File: src/i2cm_pkg.sv
`default_nettype none

package i2cm_pkg;

    // command codes of the input word
    typedef enum logic [2:0] {
        CMD_NONE  = 3'd0,
        CMD_START = 3'd1,
        CMD_STOP  = 3'd2,
        CMD_WRITE = 3'd3,
        CMD_READ  = 3'd4,
        CMD_PROBE = 3'd5
    } cmd_t;

    // bus sequencer phases, one-hot
    typedef enum logic [17:0] {
        PH_IDLE = 18'b000000000000000001,
        PH_ST0  = 18'b000000000000000010,
        PH_ST1  = 18'b000000000000000100,
        PH_ST2  = 18'b000000000000001000,
        PH_SP0  = 18'b000000000000010000,
        PH_SP1  = 18'b000000000000100000,
        PH_SP2  = 18'b000000000001000000,
        PH_WD   = 18'b000000000010000000,
        PH_WH   = 18'b000000000100000000,
        PH_WL   = 18'b000000001000000000,
        PH_AR   = 18'b000000010000000000,
        PH_AH   = 18'b000000100000000000,
        PH_AL   = 18'b000001000000000000,
        PH_RH   = 18'b000010000000000000,
        PH_RL   = 18'b000100000000000000,
        PH_KD   = 18'b001000000000000000,
        PH_KH   = 18'b010000000000000000,
        PH_KL   = 18'b100000000000000000
    } phase_t;

    localparam logic [3:0] BITS_PER_BYTE = 4'd8;
    localparam int unsigned MSB_IDX = 7;
    localparam logic [7:0] HALF_PERIOD_RST = 8'd8;

    // sequencer state
    typedef struct packed {
        phase_t      phase;
        logic [2:0]  active_cmd;
        logic [7:0]  tick_count;
        logic [3:0]  bit_count;
        logic [7:0]  shift_reg;
        logic        ack_choice;
        logic        scl_level;
        logic        sda_level;
        logic        sda_enable;
        logic [7:0]  received_byte;
        logic        ack_seen;
        logic        error_flag;
    } seq_state_t;

    localparam seq_state_t SEQ_RST = '{
        phase:         PH_IDLE,
        active_cmd:    3'd0,
        tick_count:    8'd0,
        bit_count:     4'd0,
        shift_reg:     8'd0,
        ack_choice:    1'b0,
        scl_level:     1'b1,
        sda_level:     1'b1,
        sda_enable:    1'b1,
        received_byte: 8'd0,
        ack_seen:      1'b0,
        error_flag:    1'b0
    };

    // pin levels set on entry to a phase
    function automatic seq_state_t enter_phase(seq_state_t s, phase_t p);
        seq_state_t r;
        r            = s;
        r.phase      = p;
        r.tick_count = 8'd1;
        unique case (p)
            PH_ST0:
            begin
                r.sda_enable = 1'b1;
                r.sda_level  = 1'b1;
                r.scl_level  = 1'b1;
            end
            PH_ST1: r.sda_level = 1'b0;
            PH_ST2: r.scl_level = 1'b0;
            PH_SP0:
            begin
                r.sda_enable = 1'b1;
                r.sda_level  = 1'b0;
            end
            PH_SP1: r.scl_level = 1'b1;
            PH_SP2: r.sda_level = 1'b1;
            PH_WD:
            begin
                r.sda_enable = 1'b1;
                r.sda_level  = s.shift_reg[MSB_IDX];
            end
            PH_WH, PH_AH, PH_KH: r.scl_level = 1'b1;
            PH_WL, PH_AL, PH_RL, PH_KL: r.scl_level = 1'b0;
            PH_AR:
            begin
                r.sda_enable = 1'b0;
                r.sda_level  = 1'b1;
            end
            PH_RH:
            begin
                r.sda_enable = 1'b0;
                r.sda_level  = 1'b1;
                r.scl_level  = 1'b1;
            end
            PH_KD:
            begin
                r.sda_enable = 1'b1;
                r.sda_level  = ~s.ack_choice;
            end
            default: r.phase = p;
        endcase
        return r;
    endfunction

endpackage

`default_nettype wire

File: src/i2c_master_byte_engine_core.sv
// result word: registered, valid in the cycle after its input word is accepted
// throughput: one input word per cycle; each word is one sequencer tick
// input stalls only while a result word waits with out_ready low
// reset (rst_n low, asynchronous): sequencer idle with lines driven high,
// half_period back to 8, result register empty
`default_nettype none

module i2c_master_byte_engine_core
    import i2cm_pkg::*;
(
    input  wire logic        clk,
    input  wire logic        rst_n,
    input  wire logic        cfg_we,
    input  wire logic [7:0]  cfg_wdata,
    input  wire logic        in_valid,
    output logic             in_ready,
    input  wire logic [2:0]  cmd,
    input  wire logic [7:0]  tx_byte,
    input  wire logic        send_ack,
    input  wire logic        sda_in,
    input  wire logic        scl_in,
    output logic             out_valid,
    input  wire logic        out_ready,
    output logic             scl_out,
    output logic             sda_out,
    output logic             sda_drive,
    output logic             busy_res,
    output logic             done_res,
    output logic [7:0]       rx_byte,
    output logic             ack_bit,
    output logic             bus_error
);

    logic [7:0]  half_period_reg;
    seq_state_t  state_reg;
    seq_state_t  state_next;
    logic        step_done;
    logic        accept;
    logic        out_valid_reg;
    logic        out_valid_next;
    logic [14:0] res_reg;
    logic [14:0] res_next;

    // handshake
    assign in_ready = ~out_valid_reg | out_ready;
    assign accept   = in_valid & in_ready;

    // configuration register
    always_ff @(posedge clk or negedge rst_n)
    begin
        if (!rst_n)
            half_period_reg <= HALF_PERIOD_RST;
        else if (cfg_we)
            half_period_reg <= cfg_wdata;
    end

    // tick logic
    i2cm_step u_step (
        .cur         (state_reg),
        .half_period (half_period_reg),
        .cmd         (cmd),
        .tx_byte     (tx_byte),
        .send_ack    (send_ack),
        .sda_in      (sda_in),
        .scl_in      (scl_in),
        .nxt         (state_next),
        .done        (step_done)
    );

    // sequencer state
    always_ff @(posedge clk or negedge rst_n)
    begin
        if (!rst_n)
            state_reg <= SEQ_RST;
        else if (accept)
            state_reg <= state_next;
    end

    // result word
    assign res_next = {state_next.scl_level, state_next.sda_level, state_next.sda_enable,
                       (state_next.phase != PH_IDLE), step_done, state_next.received_byte,
                       state_next.ack_seen, state_next.error_flag};
    assign out_valid_next = accept | (out_valid_reg & ~out_ready);

    always_ff @(posedge clk or negedge rst_n)
    begin
        if (!rst_n)
            out_valid_reg <= 1'b0;
        else
            out_valid_reg <= out_valid_next;
    end

    always_ff @(posedge clk)
    begin
        if (accept)
            res_reg <= res_next;
    end

    assign out_valid = out_valid_reg;
    assign scl_out   = res_reg[14];
    assign sda_out   = res_reg[13];
    assign sda_drive = res_reg[12];
    assign busy_res  = res_reg[11];
    assign done_res  = res_reg[10];
    assign rx_byte   = res_reg[9:2];
    assign ack_bit   = res_reg[1];
    assign bus_error = res_reg[0];

    // checks
    a_idle_tick_zero: assert property (@(posedge clk) disable iff (!rst_n)
        state_reg.phase == PH_IDLE |-> state_reg.tick_count == 8'd0)
        else $error("tick counter running while idle");

    a_bit_count_range: assert property (@(posedge clk) disable iff (!rst_n)
        state_reg.bit_count <= BITS_PER_BYTE)
        else $error("bit counter past one byte");

    a_released_high: assert property (@(posedge clk) disable iff (!rst_n)
        !state_reg.sda_enable |-> state_reg.sda_level)
        else $error("released sda not reading high");

    a_done_not_busy: assert property (@(posedge clk) disable iff (!rst_n)
        out_valid_reg && res_reg[10] |-> !res_reg[11])
        else $error("done word still marked busy");

endmodule

`default_nettype wire

File: src/i2cm_step.sv
`default_nettype none

module i2cm_step
    import i2cm_pkg::*;
(
    input  seq_state_t  cur,
    input  logic [7:0]  half_period,
    input  logic [2:0]  cmd,
    input  logic [7:0]  tx_byte,
    input  logic        send_ack,
    input  logic        sda_in,
    input  logic        scl_in,
    output seq_state_t  nxt,
    output logic        done
);

    // one tick of the sequencer
    always_comb
    begin
        seq_state_t s;
        phase_t     nph;
        logic       fin;
        logic [3:0] bc_inc;

        s      = cur;
        nph    = PH_IDLE;
        fin    = 1'b0;
        done   = 1'b0;
        bc_inc = cur.bit_count + 4'd1;

        priority if (cur.phase == PH_IDLE)
        begin
            // command acceptance
            if (cmd == CMD_START || cmd == CMD_STOP || cmd == CMD_WRITE ||
                cmd == CMD_READ || cmd == CMD_PROBE)
            begin
                s.active_cmd = cmd;
                s.error_flag = 1'b0;
                s.bit_count  = 4'd0;
                priority if (cmd == CMD_START)
                    s = enter_phase(s, PH_ST0);
                else if (cmd == CMD_STOP)
                    s = enter_phase(s, PH_SP0);
                else if (cmd == CMD_WRITE)
                begin
                    s.shift_reg = tx_byte;
                    s = enter_phase(s, PH_WD);
                end
                else if (cmd == CMD_READ)
                begin
                    s.shift_reg  = 8'd0;
                    s.ack_choice = send_ack;
                    s = enter_phase(s, PH_RH);
                end
                else if (sda_in && scl_in)
                begin
                    s.shift_reg = tx_byte;
                    s = enter_phase(s, PH_ST0);
                end
                else
                begin
                    s.error_flag = 1'b1;
                    s.ack_seen   = 1'b1;
                    done         = 1'b1;
                end
            end
        end
        else if (cur.tick_count >= half_period)
        begin
            // phase end and transition
            unique case (cur.phase)
                PH_ST0: nph = PH_ST1;
                PH_ST1: nph = PH_ST2;
                PH_ST2:
                begin
                    if (cur.active_cmd == CMD_PROBE)
                    begin
                        s.bit_count = 4'd0;
                        nph = PH_WD;
                    end
                    else
                        fin = 1'b1;
                end
                PH_SP0: nph = PH_SP1;
                PH_SP1: nph = PH_SP2;
                PH_SP2: fin = 1'b1;
                PH_WD:  nph = PH_WH;
                PH_WH:  nph = PH_WL;
                PH_WL:
                begin
                    s.shift_reg = {cur.shift_reg[6:0], 1'b0};
                    s.bit_count = bc_inc;
                    nph = (bc_inc >= BITS_PER_BYTE) ? PH_AR : PH_WD;
                end
                PH_AR: nph = PH_AH;
                PH_AH:
                begin
                    s.ack_seen = sda_in;
                    nph = PH_AL;
                end
                PH_AL:
                begin
                    if (cur.active_cmd == CMD_PROBE)
                        nph = PH_SP0;
                    else
                        fin = 1'b1;
                end
                PH_RH:
                begin
                    s.shift_reg = {cur.shift_reg[6:0], sda_in};
                    s.bit_count = bc_inc;
                    nph = PH_RL;
                end
                PH_RL:
                begin
                    if (cur.bit_count >= BITS_PER_BYTE)
                    begin
                        s.received_byte = cur.shift_reg;
                        nph = PH_KD;
                    end
                    else
                        nph = PH_RH;
                end
                PH_KD: nph = PH_KH;
                PH_KH: nph = PH_KL;
                PH_KL:
                begin
                    s.sda_level = 1'b1;
                    fin = 1'b1;
                end
                default: fin = 1'b1;
            endcase
            if (fin)
            begin
                s.phase      = PH_IDLE;
                s.tick_count = 8'd0;
                done         = 1'b1;
            end
            else
                s = enter_phase(s, nph);
        end
        else
        begin
            // hold current phase
            s.tick_count = cur.tick_count + 8'd1;
        end

        nxt = s;
    end

endmodule

`default_nettype wire
File: config.mk
export PLATFORM = sky130hd
export DESIGN_NAME = i2c_master_byte_engine_core
export DESIGN_NICKNAME = d
export VERILOG_FILES = /design/src/i2cm_pkg.sv /design/src/i2c_master_byte_engine_core.sv /design/src/i2cm_step.sv
export SDC_FILE = /design/constraint.sdc
export NUM_CORES = 1
export LEC_CHECK = 0
export BUFFER_PORTS_ARGS = -buffer_cell sky130_fd_sc_hd__buf_2
export CORE_MARGIN = 2
export CORE_UTILIZATION = 25
export CTS_CLUSTER_SIZE = 12
export DETAILED_ROUTE_END_ITERATION = 8
export PLACE_DENSITY_LB_ADDON = 0.05
export SLEW_MARGIN = 40
export SYNTH_ARGS = -nofsm -noshare
export SYNTH_HDL_FRONTEND = slang
export SYNTH_SLANG_ARGS = --single-unit
File: constraint.sdc
create_clock -name clk -period 2.9 [get_ports clk]
set_input_delay 0.145 -clock clk [delete_from_list [all_inputs] [get_ports clk]]
set_output_delay 0.145 -clock clk [all_outputs]
set_load 0.02 [all_outputs]
# After elaboration in Yosys (flattened, before gate mapping)

Cells that the tools add are included.
W data, S select, Z words.

Add/sub/neg operators: 2
Multiply operators: 0
Div/mod/pow operators: 0
Magnitude comparators: 3
Equality and inequality tests: 46
Shift operators: 0
Muxes and demuxes: 44
Bitwise gates (word level): 10
Reduce and logical (&&, ||, !) cells: 20

Operators with widths:

| operator               | number |
|---|---|
| $mux W55               | 6 |
| $pmux W18 S15          | 1 |
| $mux W18               | 3 |
| $mux W53               | 1 |
| $eq A18 B10 Y1 const B | 2 |
| $eq A18 B11 Y1 const B | 2 |
| $eq A18 B12 Y1 const B | 2 |
| $eq A18 B13 Y1 const B | 2 |
| $eq A18 B14 Y1 const B | 2 |
| $eq A18 B15 Y1 const B | 2 |
| $eq A18 B16 Y1 const B | 2 |
| $eq A18 B17 Y1 const B | 2 |
| $eq A18 B18 Y1 const B | 2 |
| $eq A18 B2 Y1 const B  | 2 |
| $eq A18 B3 Y1 const B  | 2 |
| $eq A18 B4 Y1 const B  | 2 |
| $eq A18 B5 Y1 const B  | 2 |
| $eq A18 B6 Y1 const B  | 2 |
| $eq A18 B8 Y1 const B  | 2 |
| $eq A18 B9 Y1 const B  | 2 |
| $mux W8                | 4 |
| $mux W26               | 1 |
| $mux W21               | 1 |
| $eq A18 B1 Y1 const B  | 1 |
| other kinds (37)       | 75 |

Flip-flop bits (word level): 79
Latch bits: 0
Memory bits (writable): 0
ROM bits: 0
Bits of input ports: 27
Output and inout port bits: 17
Memories: 0

# Depth between registers and ports, before layout

Gate-level depths: netlist (run 1).

Word-level depth: 13
Mapped depth: 11
Mapped depth without buffers: 9

# By module

Synthesis (run 1) repeated with hierarchy kept, for this count alone.

Cells, all modules: 506
Area, all modules: 5376.4 sq um

By module, submodules not included:

| module                      | times used | cells an instance | area an instance (sq um) | sequential area each (sq um) |
|---|---|---|---|---|
| i2c_master_byte_engine_core | 1          | 159               | 3081.7                   | 2058.2 |
| i2cm_step                   | 1          | 347               | 2294.7                   | 0.0 |

# Worst setup path before layout (run 1)

OpenSTA, ideal clock, no wires.

Kind: register -> register
From: reg out_valid_reg, in the netlist out_valid
To: reg state_reg[29] (netlist name)
Setup time: 0.130 ns
Arrival time: 2.414 ns
Data required time: 2.770 ns
Slack: 0.356 ns
Stages on the path, launching flop included: 9
Clock period less this slack: 2.544 ns
Cell sequence: dfrtp_1 nand2b_1 nand2_1 buf_1 inv_1 buf_1 nand2_1 o21ai_0 o21ai_0

Word-level cells in the longest chain between the ends: 4

Ends and longest elaborated chain:

| item                        | RTL line                          | text |
|---|---|---|
| from (decl)                 | i2c_master_byte_engine_core.sv:39 | `logic out_valid_reg;` |
| from (signal assigned)      | i2c_master_byte_engine_core.sv:90 | `out_valid_reg <= out_valid_next;` |
| $not A1 Y1                  | i2c_master_byte_engine_core.sv:45 | `assign in_ready = ~out_valid_reg \| out_ready;` |
| $or A1 B1 Y1                | i2c_master_byte_engine_core.sv:45 |  |
| net in_ready                | i2c_master_byte_engine_core.sv:16 | `output logic in_ready,` |
| $and A1 B1 Y1               | i2c_master_byte_engine_core.sv:46 | `assign accept = in_valid & in_ready;` |
| net accept                  | i2c_master_byte_engine_core.sv:38 | `logic accept;` |
| $reduce_and A3 Y1 (no line) | n/a                               |  |
| to (signal assigned)        | i2c_master_byte_engine_core.sv:76 | `state_reg <= state_next;` |
| to (decl)                   | i2c_master_byte_engine_core.sv:35 | `seq_state_t state_reg;` |

The timed path passes the listed nets, and every way through them passes these cells.
A chain may end at the register's enable or synchronous reset.

# Final worst setup path (run 1)

From: reg half_period_reg[3]
To: reg state_reg[1] (netlist name)

Word-level cells in the longest chain between the ends: 3

Ends and longest elaborated chain:

| item                   | RTL line                          | text |
|---|---|---|
| from (decl)            | i2c_master_byte_engine_core.sv:34 | `logic [7:0] half_period_reg;` |
| from (signal assigned) | i2c_master_byte_engine_core.sv:54 | `half_period_reg <= cfg_wdata;` |
| $ge A8 B8 Y1           | i2cm_step.sv:68                   | `else if (cur.tick_count >= half_period)` |
| $mux W26               | i2cm_step.sv:68                   |  |
| $mux W55               | i2cm_step.sv:31                   | `priority if (cur.phase == PH_IDLE)` |
| net res_next[1]        | i2c_master_byte_engine_core.sv:42 | `logic [14:0] res_next;` |

The timed path passes the listed nets, and every way through them passes these cells. The select of a mux whose other input is x is not followed.

==> Implementation_results.wiki, run 1 <==
{| class="wikitable"
! Metric !! Value
|-
| Placed wire-length estimate || 12.0 mm
|-
| Unrepaired setup endpoints after global routing || false
|-
| Number of top-level pins || 44
|-
| NumNets Final || slightly above 600
|-
| DRT iter0 DRCs || 434
|-
| Critical Path End || state_reg[1]
|-
| Relative area change from synthesis to final layout || 24.2%
|-
| Core Footprint || 18700 sq um
|-
| Critical Path Source Type || flop
|-
| End of the worst register-to-register path || state_reg[1]
|-
| Area post-placement || 5520 sq um
|-
| Leakage Power || roughly 0.0026 uW
|-
| Run status || complete, no violations
|-
| Maximum number of pins on one net before global-route repair || 29
|-
| Number of setup buffers added after CTS || 0
|-
| Primary flip-flop cell chosen by synthesis mapping || sky130_fd_sc_hd__dfrtp_1
|-
| Chip height || 142 um
|-
| Synthesized instance count || 484
|-
| Clock tree root driver cell || sky130_fd_sc_hd__clkbuf_16
|-
| Overall global routing resource usage || 0.166
|-
| Detailed-routing iteration count for the pre-antenna-repair pass || 5
|-
| Routed wire length || 15.8 mm
|-
| Clock period minus final worst setup slack || 2760 ps
|-
| Critical path type || reg2reg
|-
| Worst reg2reg startpoint || half_period_reg[3]
|-
| Antenna diode instance count || 0
|-
| Area enclosed by the die boundary || between 20000 and 25000 sq um
|-
| Area fraction of the dominant cell type after synthesis || 0.310
|-
| Wire length of the first global-routing pass || 25.3 mm
|-
| Transition time at the pin with the least slew margin || 716 ps
|-
| Non-Filler Cell Area, Final || 5920 sq um
|-
| Synthesized netlist net count || 522
|-
| Vias per inst || 5.15
|-
| Setup slack, reg-to-reg || 140 ps
|-
| Count of port buffers added during placement || 43
|-
| Sum of negative setup slack || 0 ps
|-
| Max Fanout on Critical Path || 6
|-
| Warning count from the yosys run || 0
|-
| Routed vias || 4157
|-
| Clock tree skew after final layout || 8.87 ps
|-
| Final Non-Filler Cells || 807
|-
| Fraction of layout instances using a drive strength above 1 || 0.286
|-
| Number of nets still failing antenna checks after routing || 0
|-
| Remaining DRCs || 0
|-
| Horiz. Die Dim || 142 um
|-
| Maximum capacitance violations || 0
|-
| TritonCTS sink count || 79
|-
| Clock tree from TritonCTS || done
|-
| Startpoint of the worst setup timing path || half_period_reg[3]
|-
| Routability-driven placement congestion ratio || 0.834
|-
| Number of unique standard cell types used by synthesis || between 70 and 80
|-
| Post-synthesis average cell area || 9.85 sq um
|-
| Worst-case vdd ir drop || between 300 and 400 uV
|-
| Power density over the cells || about 820 nW/um^2
|-
| Count of flip-flops with a built-in enable after synthesis || 15
|-
| TritonCTS buffer count || 9
|-
| Sequential fraction of the synthesis area || 0.432
|-
| Slew Limit Headroom || 0.522
|-
| Flip-flop count of the largest register, all copies and words added || 55
|-
| Wire length per cell after detailed routing || 19.6 um
|-
| # rows || 50
|-
| Antenna violations before repair || 0
|-
| Final hold violation count || 0
|-
| Count of state elements after synthesis || between 70 and 80
|-
| Cell area after technology mapping || 4770 sq um
|-
| Number of max-slew violations in the final report || 0
|-
| Ranking of synthesized cells by area || sky130_fd_sc_hd__dfrtp_1 31%, sky130_fd_sc_hd__edfxtp_1 9.4%, sky130_fd_sc_hd__mux2_2 5.4%
|-
| Required time at the endpoint of the critical path || approximately 3100 ps
|-
| Critical Path End Type || flop
|-
| Number of buffers on the longest clock path || 2
|-
| Insertion delay of the later-clocked pin in the worst-skew pair || 350 ps
|-
| Fmax || 0.363 GHz
|-
| Async set-reset flop share out of synthesis || 0.810
|-
| Worst reg2reg path depth || 9
|-
| Final clock period utilization by the worst path || 0.950
|-
| Number of placed cells counting well taps || 785
|-
| Starting utilization of the core area || 0.255
|-
| Path class of the lowest-slack min-delay path || in2reg
|-
| Crit path arrival time || 2980 ps
|-
| Via count of the first global-routing pass || between 4000 and 5000
|-
| Final-report setup violation count || 0
|-
| Global route total overflow || 0
|-
| Clock-pin slew on the worst setup and hold paths || roughly 60 ps
|-
| # H-tree levels || 3
|-
| Post-synth top area cell || sky130_fd_sc_hd__dfrtp_1
|}
-- worst max-delay path, stage by stage (launching register included) --
cell and delay [ps]:
sky130_fd_sc_hd__dfstp_2 510, sky130_fd_sc_hd__inv_1 40, sky130_fd_sc_hd__ha_1 190, sky130_fd_sc_hd__a21o_1 170, sky130_fd_sc_hd__a2111oi_0 420, sky130_fd_sc_hd__o21ai_1 240
sky130_fd_sc_hd__nand2_2 220, sky130_fd_sc_hd__or3_1 220, sky130_fd_sc_hd__mux2_2 360, sky130_fd_sc_hd__mux2_2 260
-- metal layers --
| metal | vias to the layer above | track usage | wire length [um] |
|---|---|---|---|
| met2 | 138 | 0.248 | 6950 |
| met1 | 2004 | 0.241 | 7730 |
| met5 | - | 0 | 0 |
| met4 | 0 | 0.0568 | 359 |
| met3 | 27 | 0.0306 | 770 |
| li1 | 1988 | - | - |
-- layout by cell type (no fill, tap or decap), types with 4 or more instances in the layout --
| cell | count |
|---|---|
| sky130_fd_sc_hd__mux2_2 | 23 |
| sky130_fd_sc_hd__nor3_1 | 17 |
| sky130_fd_sc_hd__nand2b_1 | 6 |
| sky130_fd_sc_hd__a31oi_1 | 4 |
| sky130_fd_sc_hd__a21oi_1 | 15 |
| sky130_fd_sc_hd__ha_1 | 11 |
| sky130_fd_sc_hd__a211oi_1 | 5 |
| sky130_fd_sc_hd__o31ai_1 | 4 |
| sky130_fd_sc_hd__nand2_1 | 45 |
| sky130_fd_sc_hd__nor2_1 | 33 |
| sky130_fd_sc_hd__dfstp_2 | 5 |
| sky130_fd_sc_hd__or3_1 | 6 |
| sky130_fd_sc_hd__and3_1 | 9 |
| sky130_fd_sc_hd__nor4_1 | 5 |
| sky130_fd_sc_hd__a21o_1 | 5 |
| sky130_fd_sc_hd__or4_1 | 5 |
| sky130_fd_sc_hd__buf_2 | 43 |
| sky130_fd_sc_hd__nand3_1 | 13 |
| sky130_fd_sc_hd__a22o_1 | 7 |
| sky130_fd_sc_hd__nor2b_1 | 4 |
| sky130_fd_sc_hd__o21ai_0 | 23 |
| sky130_fd_sc_hd__nand4_1 | 20 |
| sky130_fd_sc_hd__edfxtp_1 | 15 |
| sky130_fd_sc_hd__inv_1 | 17 |
| sky130_fd_sc_hd__xor2_1 | 6 |
| sky130_fd_sc_hd__dfrtp_1 | 59 |
| sky130_fd_sc_hd__o21ai_1 | 15 |
| sky130_fd_sc_hd__o22ai_1 | 6 |
| sky130_fd_sc_hd__mux2_1 | 7 |
| sky130_fd_sc_hd__a32oi_1 | 4 |
| sky130_fd_sc_hd__dlygate4sd3_1 | 6 |
| sky130_fd_sc_hd__clkbuf_16 | 9 |
| sky130_fd_sc_hd__buf_4 | 47 |
-- how the worst min path moves through the flow --
| stage | startpoint | endpoint | slack [ps] | cells after the start |
|---|---|---|---|---|
| after floorplan | rst_n | half_period_reg[0] | -150 | 0 |
| after global placement | rst_n | state_reg[42] | 260 | 1 |
| after detailed placement | rst_n | state_reg[42] | 270 | 1 |
| after CTS | cfg_wdata[5] | half_period_reg[5] | 2 | 3 |
| after global routing | cfg_wdata[3] | half_period_reg[3] | 20 | 3 |
| final | cfg_wdata[3] | half_period_reg[3] | 20 | 3 |
-- where the power goes --
group          leakage, uW  switching [uW]  internal [uW]
Clock             0.000160             489            844
Sequential        0.000982             224           1350
Combinational      0.00149            1140            806
Total              0.00263            1850           3000
-- cells by family after synthesis --
kind of cell / after synthesis / share of synthesized area
multiplexers: 32 / 0.0750
AND/OR/NAND/NOR: 198 / 0.244
AO/OA/AOI/OAI: 113 / 0.163
buffers and inverters: 42 / 0.0412
flip-flops: 79 / 0.432
XOR/XNOR: 9 / 0.0165
adder cells (fa/ha/maj): 11 / 0.0289
-- through the flow --
stage | hold slack, ps | utilization | worst slack (ps) | total power (uW)
5_1_grt | 24.7 | 0.317 | 11.3 | 5180
3_3_place_gp | 261 | 0.295 | 190 | 3540
6_report | 16.5 | 0.317 | 145 | 4850
3_5_place_dp | 268 | 0.295 | 125 | 3510
4_1_cts | 2.17 | 0.316 | 102 | 4890
2_1_floorplan | -151 | - | 356 | 2760
-- cells in the mapped netlist (3+ instances only) --
master	number
sky130_fd_sc_hd__nor2b_1	4
sky130_fd_sc_hd__ha_1	11
sky130_fd_sc_hd__nand2b_1	6
sky130_fd_sc_hd__buf_2	7
sky130_fd_sc_hd__or4_1	5
sky130_fd_sc_hd__xor2_1	6
sky130_fd_sc_hd__a21oi_1	15
sky130_fd_sc_hd__a31oi_1	4
sky130_fd_sc_hd__a21o_1	5
sky130_fd_sc_hd__mux2_2	23
sky130_fd_sc_hd__nor3b_1	3
sky130_fd_sc_hd__nor4_4	3
sky130_fd_sc_hd__o21ai_1	15
sky130_fd_sc_hd__a22o_1	7
sky130_fd_sc_hd__clkbuf_1	9
sky130_fd_sc_hd__a211oi_1	5
sky130_fd_sc_hd__dfstp_2	5
sky130_fd_sc_hd__o21ai_0	23
sky130_fd_sc_hd__buf_6	3
sky130_fd_sc_hd__dfrtp_1	59
sky130_fd_sc_hd__o22ai_1	6
sky130_fd_sc_hd__and3_1	9
sky130_fd_sc_hd__nor3_1	17
sky130_fd_sc_hd__o31ai_1	4
sky130_fd_sc_hd__buf_1	3
sky130_fd_sc_hd__or3_1	6
sky130_fd_sc_hd__edfxtp_1	15
sky130_fd_sc_hd__nand4_1	20
sky130_fd_sc_hd__nand2_1	46
sky130_fd_sc_hd__nor2_1	33
sky130_fd_sc_hd__mux2_1	7
sky130_fd_sc_hd__inv_1	17
sky130_fd_sc_hd__nor4_1	5
sky130_fd_sc_hd__nand3_1	13
sky130_fd_sc_hd__a32oi_1	4
sky130_fd_sc_hd__xnor2_1	3
-- repair_timing --
item | in CTS | in global routing
setup endpoints to repair | 0 | 13
resized for setup | 0 | 1
hold endpoints to repair | 28 | 0
hold buffers | 6 | 0
-- cell type report --
cell class,instances,area [sq um]
Clock inverter,5,106
Sequential cell,79,2060
Timing Repair Buffer,97,648
Inverter,18,67.6
Tap cell,234,293
Fill cell,1935,12800
Multi-Input combinational cell,363,2520
Clock buffer,11,233
No activity file was read; power rests on OpenSTA's default activity.
==> inputs of run 2 (changes only) <==
--- a/config.mk
+++ b/config.mk
@@ -6,6 +6,7 @@
 export NUM_CORES = 1
 export LEC_CHECK = 0
 export BUFFER_PORTS_ARGS = -buffer_cell sky130_fd_sc_hd__buf_2
+export CORE_ASPECT_RATIO = 1.2
 export CORE_MARGIN = 2
 export CORE_UTILIZATION = 25
 export CTS_CLUSTER_SIZE = 12
==> run 2 against run 1 <==
Die area barely moved. Sequential share of layout area decreased by 0.44 points. Combinational power rose by 4%. Global-route usage is 0.22 points higher. Setup slack improved by 36 ps. Critical path depth decreased by 2. Critical endpoint is now res_reg[12]. Largest cell class unchanged. Worst hold slack barely moved. Maximum frequency rose by 1.3%. Utilization increased by 0.26 points. Via count increased by 1.4%.
==> Implementation_results.wiki, run 2 (synthesis gave the netlist of run 1 again) <==
{| class="wikitable"
! Metric !! Value
|-
| Clock tree from TritonCTS || done (unchanged)
|-
| # H-tree levels || 3 (unchanged)
|-
| Total of fill cells in the finished design || 1982 (was 1935)
|-
| Slew Limit Headroom || 0.580 (was 0.522)
|-
| Worst-case vdd ir drop || 309 uV (was 311 uV)
|-
| Maximum capacitance violations || 0 (unchanged)
|-
| Via count of the first global-routing pass || 4344 (was 4208)
|-
| Count of port buffers added during placement || 43 (unchanged)
|-
| Placed wire-length estimate || 12.1 mm (was 12.0 mm)
|-
| Leading cell types in the layout, fill and taps excluded || 59 x sky130_fd_sc_hd__dfrtp_1, 51 x sky130_fd_sc_hd__buf_4, 46 x sky130_fd_sc_hd__nand2_1 (was 59 x sky130_fd_sc_hd__dfrtp_1, 47 x sky130_fd_sc_hd__buf_4, 45 x sky130_fd_sc_hd__nand2_1)
|-
| # rows || 55 (was 50)
|-
| Setup WS post-layout || 181 ps (was 145 ps)
|-
| Routed wire length || 16.3 mm (was 15.8 mm)
|-
| Final-report setup violation count || 0 (unchanged)
|-
| Critical Path End Type || flop (unchanged)
|-
| Clock tree skew after final layout || 12.1 ps (was 8.87 ps)
|-
| Max Fanout on Critical Path || 6 (unchanged)
|-
| Run status || complete, no violations (unchanged)
|-
| Worst slack, placed || 181 ps (was 125 ps)
|-
| Most common library cell in the layout ignoring fill and taps || sky130_fd_sc_hd__dfrtp_1 (unchanged)
|-
| Core Footprint || 18800 sq um (was 18700 sq um)
|-
| Final Non-Filler Cells || 835 (was 807)
|-
| Worst reg2reg path depth || 7 (was 9)
|-
| Overall global routing resource usage || 0.168 (was 0.166)
|-
| Power density over the cells || 810 nW/um^2 (was 820 nW/um^2)
|-
| Met2 routing resource usage after global routing || 0.281 (was 0.248)
|-
| Critical path type || reg2reg (unchanged)
|-
| TritonCTS buffer count || 9 (unchanged)
|-
| Number of placed cells counting well taps || 812 (was 785)
|-
| Crit path arrival time || 2810 ps (was 2980 ps)
|-
| Insertion delay of the later-clocked pin in the worst-skew pair || 350 ps (about the same)
|-
| Critical Path Source Type || flop (unchanged)
|-
| Clock period minus final worst setup slack || 2720 ps (was 2760 ps)
|-
| Sum of negative setup slack || 0 ps (unchanged)
|-
| Fmax || 0.368 GHz (was 0.363 GHz)
|-
| Count of cells resized by post-cts repair || 0 (unchanged)
|-
| Area post-placement || 5600 sq um (was 5520 sq um)
|-
| Required time at the endpoint of the critical path || 2990 ps (was 3130 ps)
|-
| Wire length per cell after detailed routing || 19.5 um (was 19.6 um)
|-
| Flip-flop count of the largest register, all copies and words added || 55 (unchanged)
|-
| Global route total overflow || 0 (unchanged)
|-
| Cell type of the slowest stage on the worst timing path || sky130_fd_sc_hd__or4b_4 (was sky130_fd_sc_hd__dfstp_2)
|-
| Remaining DRCs || 0 (unchanged)
|-
| Leakage Power || 0.00267 uW (was 0.00263 uW)
|-
| Non-Filler Cell Area, Final || 6000 sq um (was 5920 sq um)
|-
| Relative area change from synthesis to final layout || 25.8% (was 24.2%)
|-
| Number of nets still failing antenna checks after routing || 0 (unchanged)
|-
| Final clock period utilization by the worst path || 0.938 (was 0.950)
|-
| DRT iter0 DRCs || 225 (was 434)
|-
| Antenna violations before repair || 0 (unchanged)
|-
| Number of max-slew violations in the final report || 0 (unchanged)
|-
| Busiest metal layer after global routing || met2 (unchanged)
|-
| Maximum number of pins on one net before global-route repair || 65 (was 29)
|-
| Number of top-level pins || 44 (unchanged)
|-
| Cell depth of the worst min-delay path || 3 (unchanged)
|-
| Clock-pin slew on the worst setup and hold paths || 70 ps (was 60 ps)
|-
| Vias per inst || 5.05 (was 5.15)
|-
| Unrepaired setup endpoints after global routing || false (unchanged)
|-
| NumNets Final || 612 (was 606)
|-
| Area enclosed by the die boundary || 20200 sq um (about the same)
|-
| Starting utilization of the core area || 0.254 (was 0.255)
|-
| Met1 track utilization from global routing || 0.213 (was 0.241)
|-
| Final hold violation count || 0 (unchanged)
|-
| TritonCTS sink count || 79 (unchanged)
|-
| Wire length of the first global-routing pass || 25.3 mm (about the same)
|-
| Routed vias || 4214 (was 4157)
|-
| Chip height || 155 um (was 142 um)
|-
| Transition time at the pin with the least slew margin || 629 ps (was 716 ps)
|-
| Horiz. Die Dim || 130 um (was 142 um)
|-
| Routability-driven placement congestion ratio || 0.886 (was 0.834)
|-
| Cells traversed along the worst timing path || nor4_4 -> buf_4 -> nand4_2 -> or4b_4 -> o21ai_1 -> a21oi_1 -> a211o_1 (was inv_1 -> ha_1 -> a21o_1 -> a2111oi_0 -> o21ai_1 -> nand2_2 -> or3_1 -> mux2_2 -> mux2_2)
|-
| Fraction of layout instances using a drive strength above 1 || 0.294 (was 0.286)
|-
| Detailed-routing iteration count for the pre-antenna-repair pass || 4 (was 5)
|-
| Number of buffers on the longest clock path || 2 (unchanged)
|-
| Path class of the lowest-slack min-delay path || in2reg (unchanged)
|-
| Clock tree root driver cell || sky130_fd_sc_hd__clkbuf_16 (unchanged)
|-
| Antenna diode instance count || 0 (unchanged)
|-
| GR Util met3 || 0.0292 (was 0.0306)
|-
| Maximum cell stage delay along the critical path || 580 ps (was 510 ps)
|}
-- run 2: cell types whose count changed in the layout (fill, tap and decap cells not counted) --
cell,change
sky130_fd_sc_hd__bufinv_16,-1
sky130_fd_sc_hd__inv_8,+1
sky130_fd_sc_hd__buf_12,+1
sky130_fd_sc_hd__nand2_1,+1
sky130_fd_sc_hd__inv_6,+2
sky130_fd_sc_hd__buf_4,+4
sky130_fd_sc_hd__clkinvlp_4,+1
sky130_fd_sc_hd__nand2_2,-1
sky130_fd_sc_hd__dlygate4sd3_1,+1
sky130_fd_sc_hd__clkinv_4,-1
sky130_fd_sc_hd__clkbuf_1,-2
-- run 2: through the flow --
step / total power [uW] / hold slack, ps / util
3_3_place_gp: 3600 / 213 / 0.298
5_1_grt: 5160 / 18.3 / 0.319
2_1_floorplan: 2760 / -151 / -
6_report: 4860 / 16.1 / 0.319
4_1_cts: 4920 / 3.16 / 0.319
3_5_place_dp: 3570 / 211 / 0.298
-- run 2: where the power goes --
part | internal (uW) | total (uW) | switching, uW
Combinational | 840 | 2010 | 1170
Clock | 767 | 1290 | 519
Sequential | 1350 | 1570 | 215
-- run 2: path summary, 6_finish.rpt --
kind,slack [ps],startpoint,endpoint
worst max-delay path,180,state_reg[50],res_reg[12]
worst min-delay path,20,cfg_wdata[7],half_period_reg[7]
worst max register to register,180,state_reg[50],res_reg[12]
worst min register to register,490,state_reg[24],state_reg[24]
max in group asynchronous,2200,rst_n,state_reg[11]
min in group asynchronous,350,rst_n,state_reg[39]
-- run 2: per-layer routing --
metal | up-vias | routed length [um]
met1 | 2089 | 7350
met3 | 24 | 520
met4 | 0 | 459
met5 | - | 0
met2 | 94 | 7920
li1 | 2007 | -
-- run 2: layout make-up --
type                    instances  area (sq um)  share of cell area
multi-input cells             363          2510               0.419
flip-flops and latches         79          2060               0.343
repair buffers                103           708               0.118
well taps                     256           320              0.0534
clock buffers                   9           225              0.0376
clock inverters                 7           104              0.0173
inverters                      18          67.6              0.0113
-- run 2: repair_timing --
item | CTS | global route
hold buffers | 7 | 0
buffers inserted | 0 | 0
endpoints found under the hold margin | 65 | 0
-- run 2: critical path: cells and delay by family, from the launching register on --
| kind | cells | cell delay [ps] |
|---|---|---|
| compound gates | 3 | 710 |
| buf+inv | 1 | 180 |
| flops | 1 | 460 |
| simple gates | 3 | 1090 |
==> inputs of run 3 (changes only) <==
==> constraint.sdc (replaced) <==
create_clock -name clk -period 2.9 [get_ports clk]
set_input_delay 0.435 -clock clk [delete_from_list [all_inputs] [get_ports clk]]
set_output_delay 0.435 -clock clk [all_outputs]
set_load 0.02 [all_outputs]
==> run 3 against run 2 <==
Register-to-register slack lost 30 ps. First-iteration DRC count grew 31%. Design area shrank 1.0%. Maximum frequency shrank 1.0%. Die area is the same. Global-route usage shrank 0.17 points. Total power shrank 0.48%. Cell count shrank 0.60%. Clock skew shrank 3.7 ps. Clock-buffer cell count is the same. Critical path type unchanged. Critical endpoint is now res_reg[11]. Largest cell class unchanged. Highest routed layer is now met5.
==> Implementation_results.wiki, run 3 (synthesis gave the netlist of run 1 again) <==
{| class="wikitable"
! Metric !! Value
|-
| Critical Path End Type || flop (unchanged)
|-
| Insertion delay of the later-clocked pin in the worst-skew pair || 350 ps (about the same)
|-
| Final-report setup violation count || 0 (unchanged)
|-
| Total of fill cells in the finished design || 1971 (was 1982)
|-
| Area of the multi-input gates || 2520 sq um (was 2510 sq um)
|-
| Maximum number of pins on one net before global-route repair || 65 (unchanged)
|-
| Critical Path Source Type || flop (unchanged)
|-
| Uppermost metal layer occupied by signal nets || met5 (was met4)
|-
| Number of max-slew violations in the final report || 0 (unchanged)
|-
| Via count of the first global-routing pass || 4330 (was 4344)
|-
| Area enclosed by the die boundary || 20200 sq um (unchanged)
|-
| Post-layout total power || 4840 uW (was 4860 uW)
|-
| Unrepaired setup endpoints after global routing || false (unchanged)
|-
| Final hold violation count || 0 (unchanged)
|-
| Routed vias || 4187 (was 4214)
|-
| Placed wire-length estimate || 12.1 mm (about the same)
|-
| Crit path arrival time || 2900 ps (was 2810 ps)
|-
| Remaining DRCs || 0 (unchanged)
|-
| Area post-placement || 5600 sq um (about the same)
|-
| Antenna violations before repair || 1 (was 0)
|-
| Clock period minus final worst setup slack || 2750 ps (was 2720 ps)
|-
| Fmax || 0.364 GHz (was 0.368 GHz)
|-
| Number of nets still failing antenna checks after routing || 0 (unchanged)
|-
| Count of port buffers added during placement || 43 (unchanged)
|-
| # rows || 55 (unchanged)
|-
| Clock tree skew after final layout || 8.41 ps (was 12.1 ps)
|-
| Relative area change from synthesis to final layout || 24.5% (was 25.8%)
|-
| Routed wire length || 16.1 mm (was 16.3 mm)
|-
| Vias per inst || 5.04 (was 5.05)
|-
| NumNets Final || 607 (was 612)
|-
| TritonCTS sink count || 79 (unchanged)
|-
| Leakage Power || 0.00264 uW (was 0.00267 uW)
|-
| Post-CTS Hold Buffers || 0 (was 7)
|-
| TritonCTS buffer count || 9 (unchanged)
|-
| Sum of met3 wire segment lengths after detailed routing || 492 um (was 520 um)
|-
| Final Non-Filler Cells || 830 (was 835)
|-
| Most common library cell in the layout ignoring fill and taps || sky130_fd_sc_hd__dfrtp_1 (unchanged)
|-
| Detailed-routing iteration count for the pre-antenna-repair pass || 7 (was 4)
|-
| Routability-driven placement congestion ratio || 0.899 (was 0.886)
|-
| Combined flip-flop and latch cell area || 2060 sq um (unchanged)
|-
| Number of top-level pins || 44 (unchanged)
|-
| Run status || complete, no violations (unchanged)
|-
| Worst-case vdd ir drop || 311 uV (was 309 uV)
|-
| Critical path type || reg2reg (unchanged)
|-
| Horiz. Die Dim || 130 um (unchanged)
|-
| Overall global routing resource usage || 0.167 (was 0.168)
|-
| Clock-pin slew on the worst setup and hold paths || 60 ps (was 70 ps)
|-
| Clock tree root driver cell || sky130_fd_sc_hd__clkbuf_16 (unchanged)
|-
| Max Fanout on Critical Path || 6 (unchanged)
|-
| Slew Limit Headroom || 0.572 (was 0.580)
|-
| Worst reg2reg path depth || 9 (was 7)
|-
| Antenna diode instance count || 0 (unchanged)
|-
| Core Footprint || 18800 sq um (unchanged)
|-
| Maximum capacitance violations || 0 (unchanged)
|-
| Number of buffers on the longest clock path || 2 (unchanged)
|-
| DRT iter0 DRCs || 295 (was 225)
|-
| Non-Filler Cell Area, Final || 5940 sq um (was 6000 sq um)
|-
| Required time at the endpoint of the critical path || 3050 ps (was 2990 ps)
|-
| Leading cell types in the layout, fill and taps excluded || 59 x sky130_fd_sc_hd__dfrtp_1, 53 x sky130_fd_sc_hd__buf_4, 45 x sky130_fd_sc_hd__nand2_1 (was 59 x sky130_fd_sc_hd__dfrtp_1, 51 x sky130_fd_sc_hd__buf_4, 46 x sky130_fd_sc_hd__nand2_1)
|-
| Sum of negative setup slack || 0 ps (unchanged)
|-
| Setup slack, reg-to-reg || 150 ps (was 180 ps)
|-
| Amount of wire on met2 after detailed routing || 8.00 mm (was 7.92 mm)
|-
| # H-tree levels || 3 (unchanged)
|-
| Wire length per cell after detailed routing || 19.4 um (was 19.5 um)
|-
| Starting utilization of the core area || 0.254 (unchanged)
|-
| Path class of the lowest-slack min-delay path || in2async (was in2reg)
|-
| Flip-flop count of the largest register, all copies and words added || 55 (unchanged)
|-
| Chip height || 155 um (unchanged)
|-
| Power density over the cells || 815 nW/um^2 (was 810 nW/um^2)
|-
| Wire length of the first global-routing pass || 25.3 mm (about the same)
|-
| Clock tree from TritonCTS || done (unchanged)
|-
| Transition time at the pin with the least slew margin || 642 ps (was 629 ps)
|-
| Number of placed cells counting well taps || 814 (was 812)
|-
| Final clock period utilization by the worst path || 0.947 (was 0.938)
|-
| Fraction of layout instances using a drive strength above 1 || 0.301 (was 0.294)
|-
| Global route total overflow || 0 (unchanged)
|-
| DRT met1 WL || 7.29 mm (was 7.35 mm)
|}
==> run 3: worst paths after layout <==
kind                               startpoint                  to
worst max-delay path            state_reg[50]         res_reg[11]
worst min-delay path                    rst_n       state_reg[39]
worst max register to register  state_reg[50]         res_reg[11]
worst min register to register  state_reg[12]       state_reg[12]
max in group asynchronous               rst_n        state_reg[2]
min in group clk                 cfg_wdata[1]  half_period_reg[1]
==> run 3: area by class of cell <==
| class | instances | area share |
|---|---|---|
| multi-input combinational | 363 | 0.424 |
| sequential | 79 | 0.347 |
| timing repair buffer | 98 | 0.109 |
| tap | 256 | 0.0540 |
| clock buffer | 9 | 0.0379 |
| clock inverter | 7 | 0.0175 |
| inverter | 18 | 0.0114 |
==> run 3: per-layer routing <==
metal	track usage	vias up
met3	0.0261	20
met2	0.284	93
met1	0.216	2078
met4	0.0497	2
li1	-	1994
met5	0	-
==> run 3: through the flow <==
stage | setup slack [ps] | hold WS, ps | util
after CTS | 153 | 227 | 0.316
after global placement | 107 | 481 | 0.298
final | 153 | 194 | 0.316
after global routing | 57.1 | 258 | 0.316
after detailed placement | 170 | 473 | 0.298
after floorplan | 356 | 139 | -
==> run 3: critical path, stage by stage (launching register included) <==
cell and delay (ps):
sky130_fd_sc_hd__dfrtp_1 460, sky130_fd_sc_hd__nor4_4 410, sky130_fd_sc_hd__buf_4 180, sky130_fd_sc_hd__nand4_2 110, sky130_fd_sc_hd__buf_4 210, sky130_fd_sc_hd__nor4b_2 440
sky130_fd_sc_hd__or3_1 190, sky130_fd_sc_hd__or3_2 170, sky130_fd_sc_hd__nand2_2 110, sky130_fd_sc_hd__o21ai_1 270
==> run 3: repair_timing <==
action | CTS | global route
endpoints found under the setup margin | 0 | 7
gates resized for setup | 0 | 1
setup buffers | 0 | 0
==> run 3: power breakdown <==
part           switching [uW]  internal, uW
registers                 213          1350
logic                    1170           819
clock network             519           767
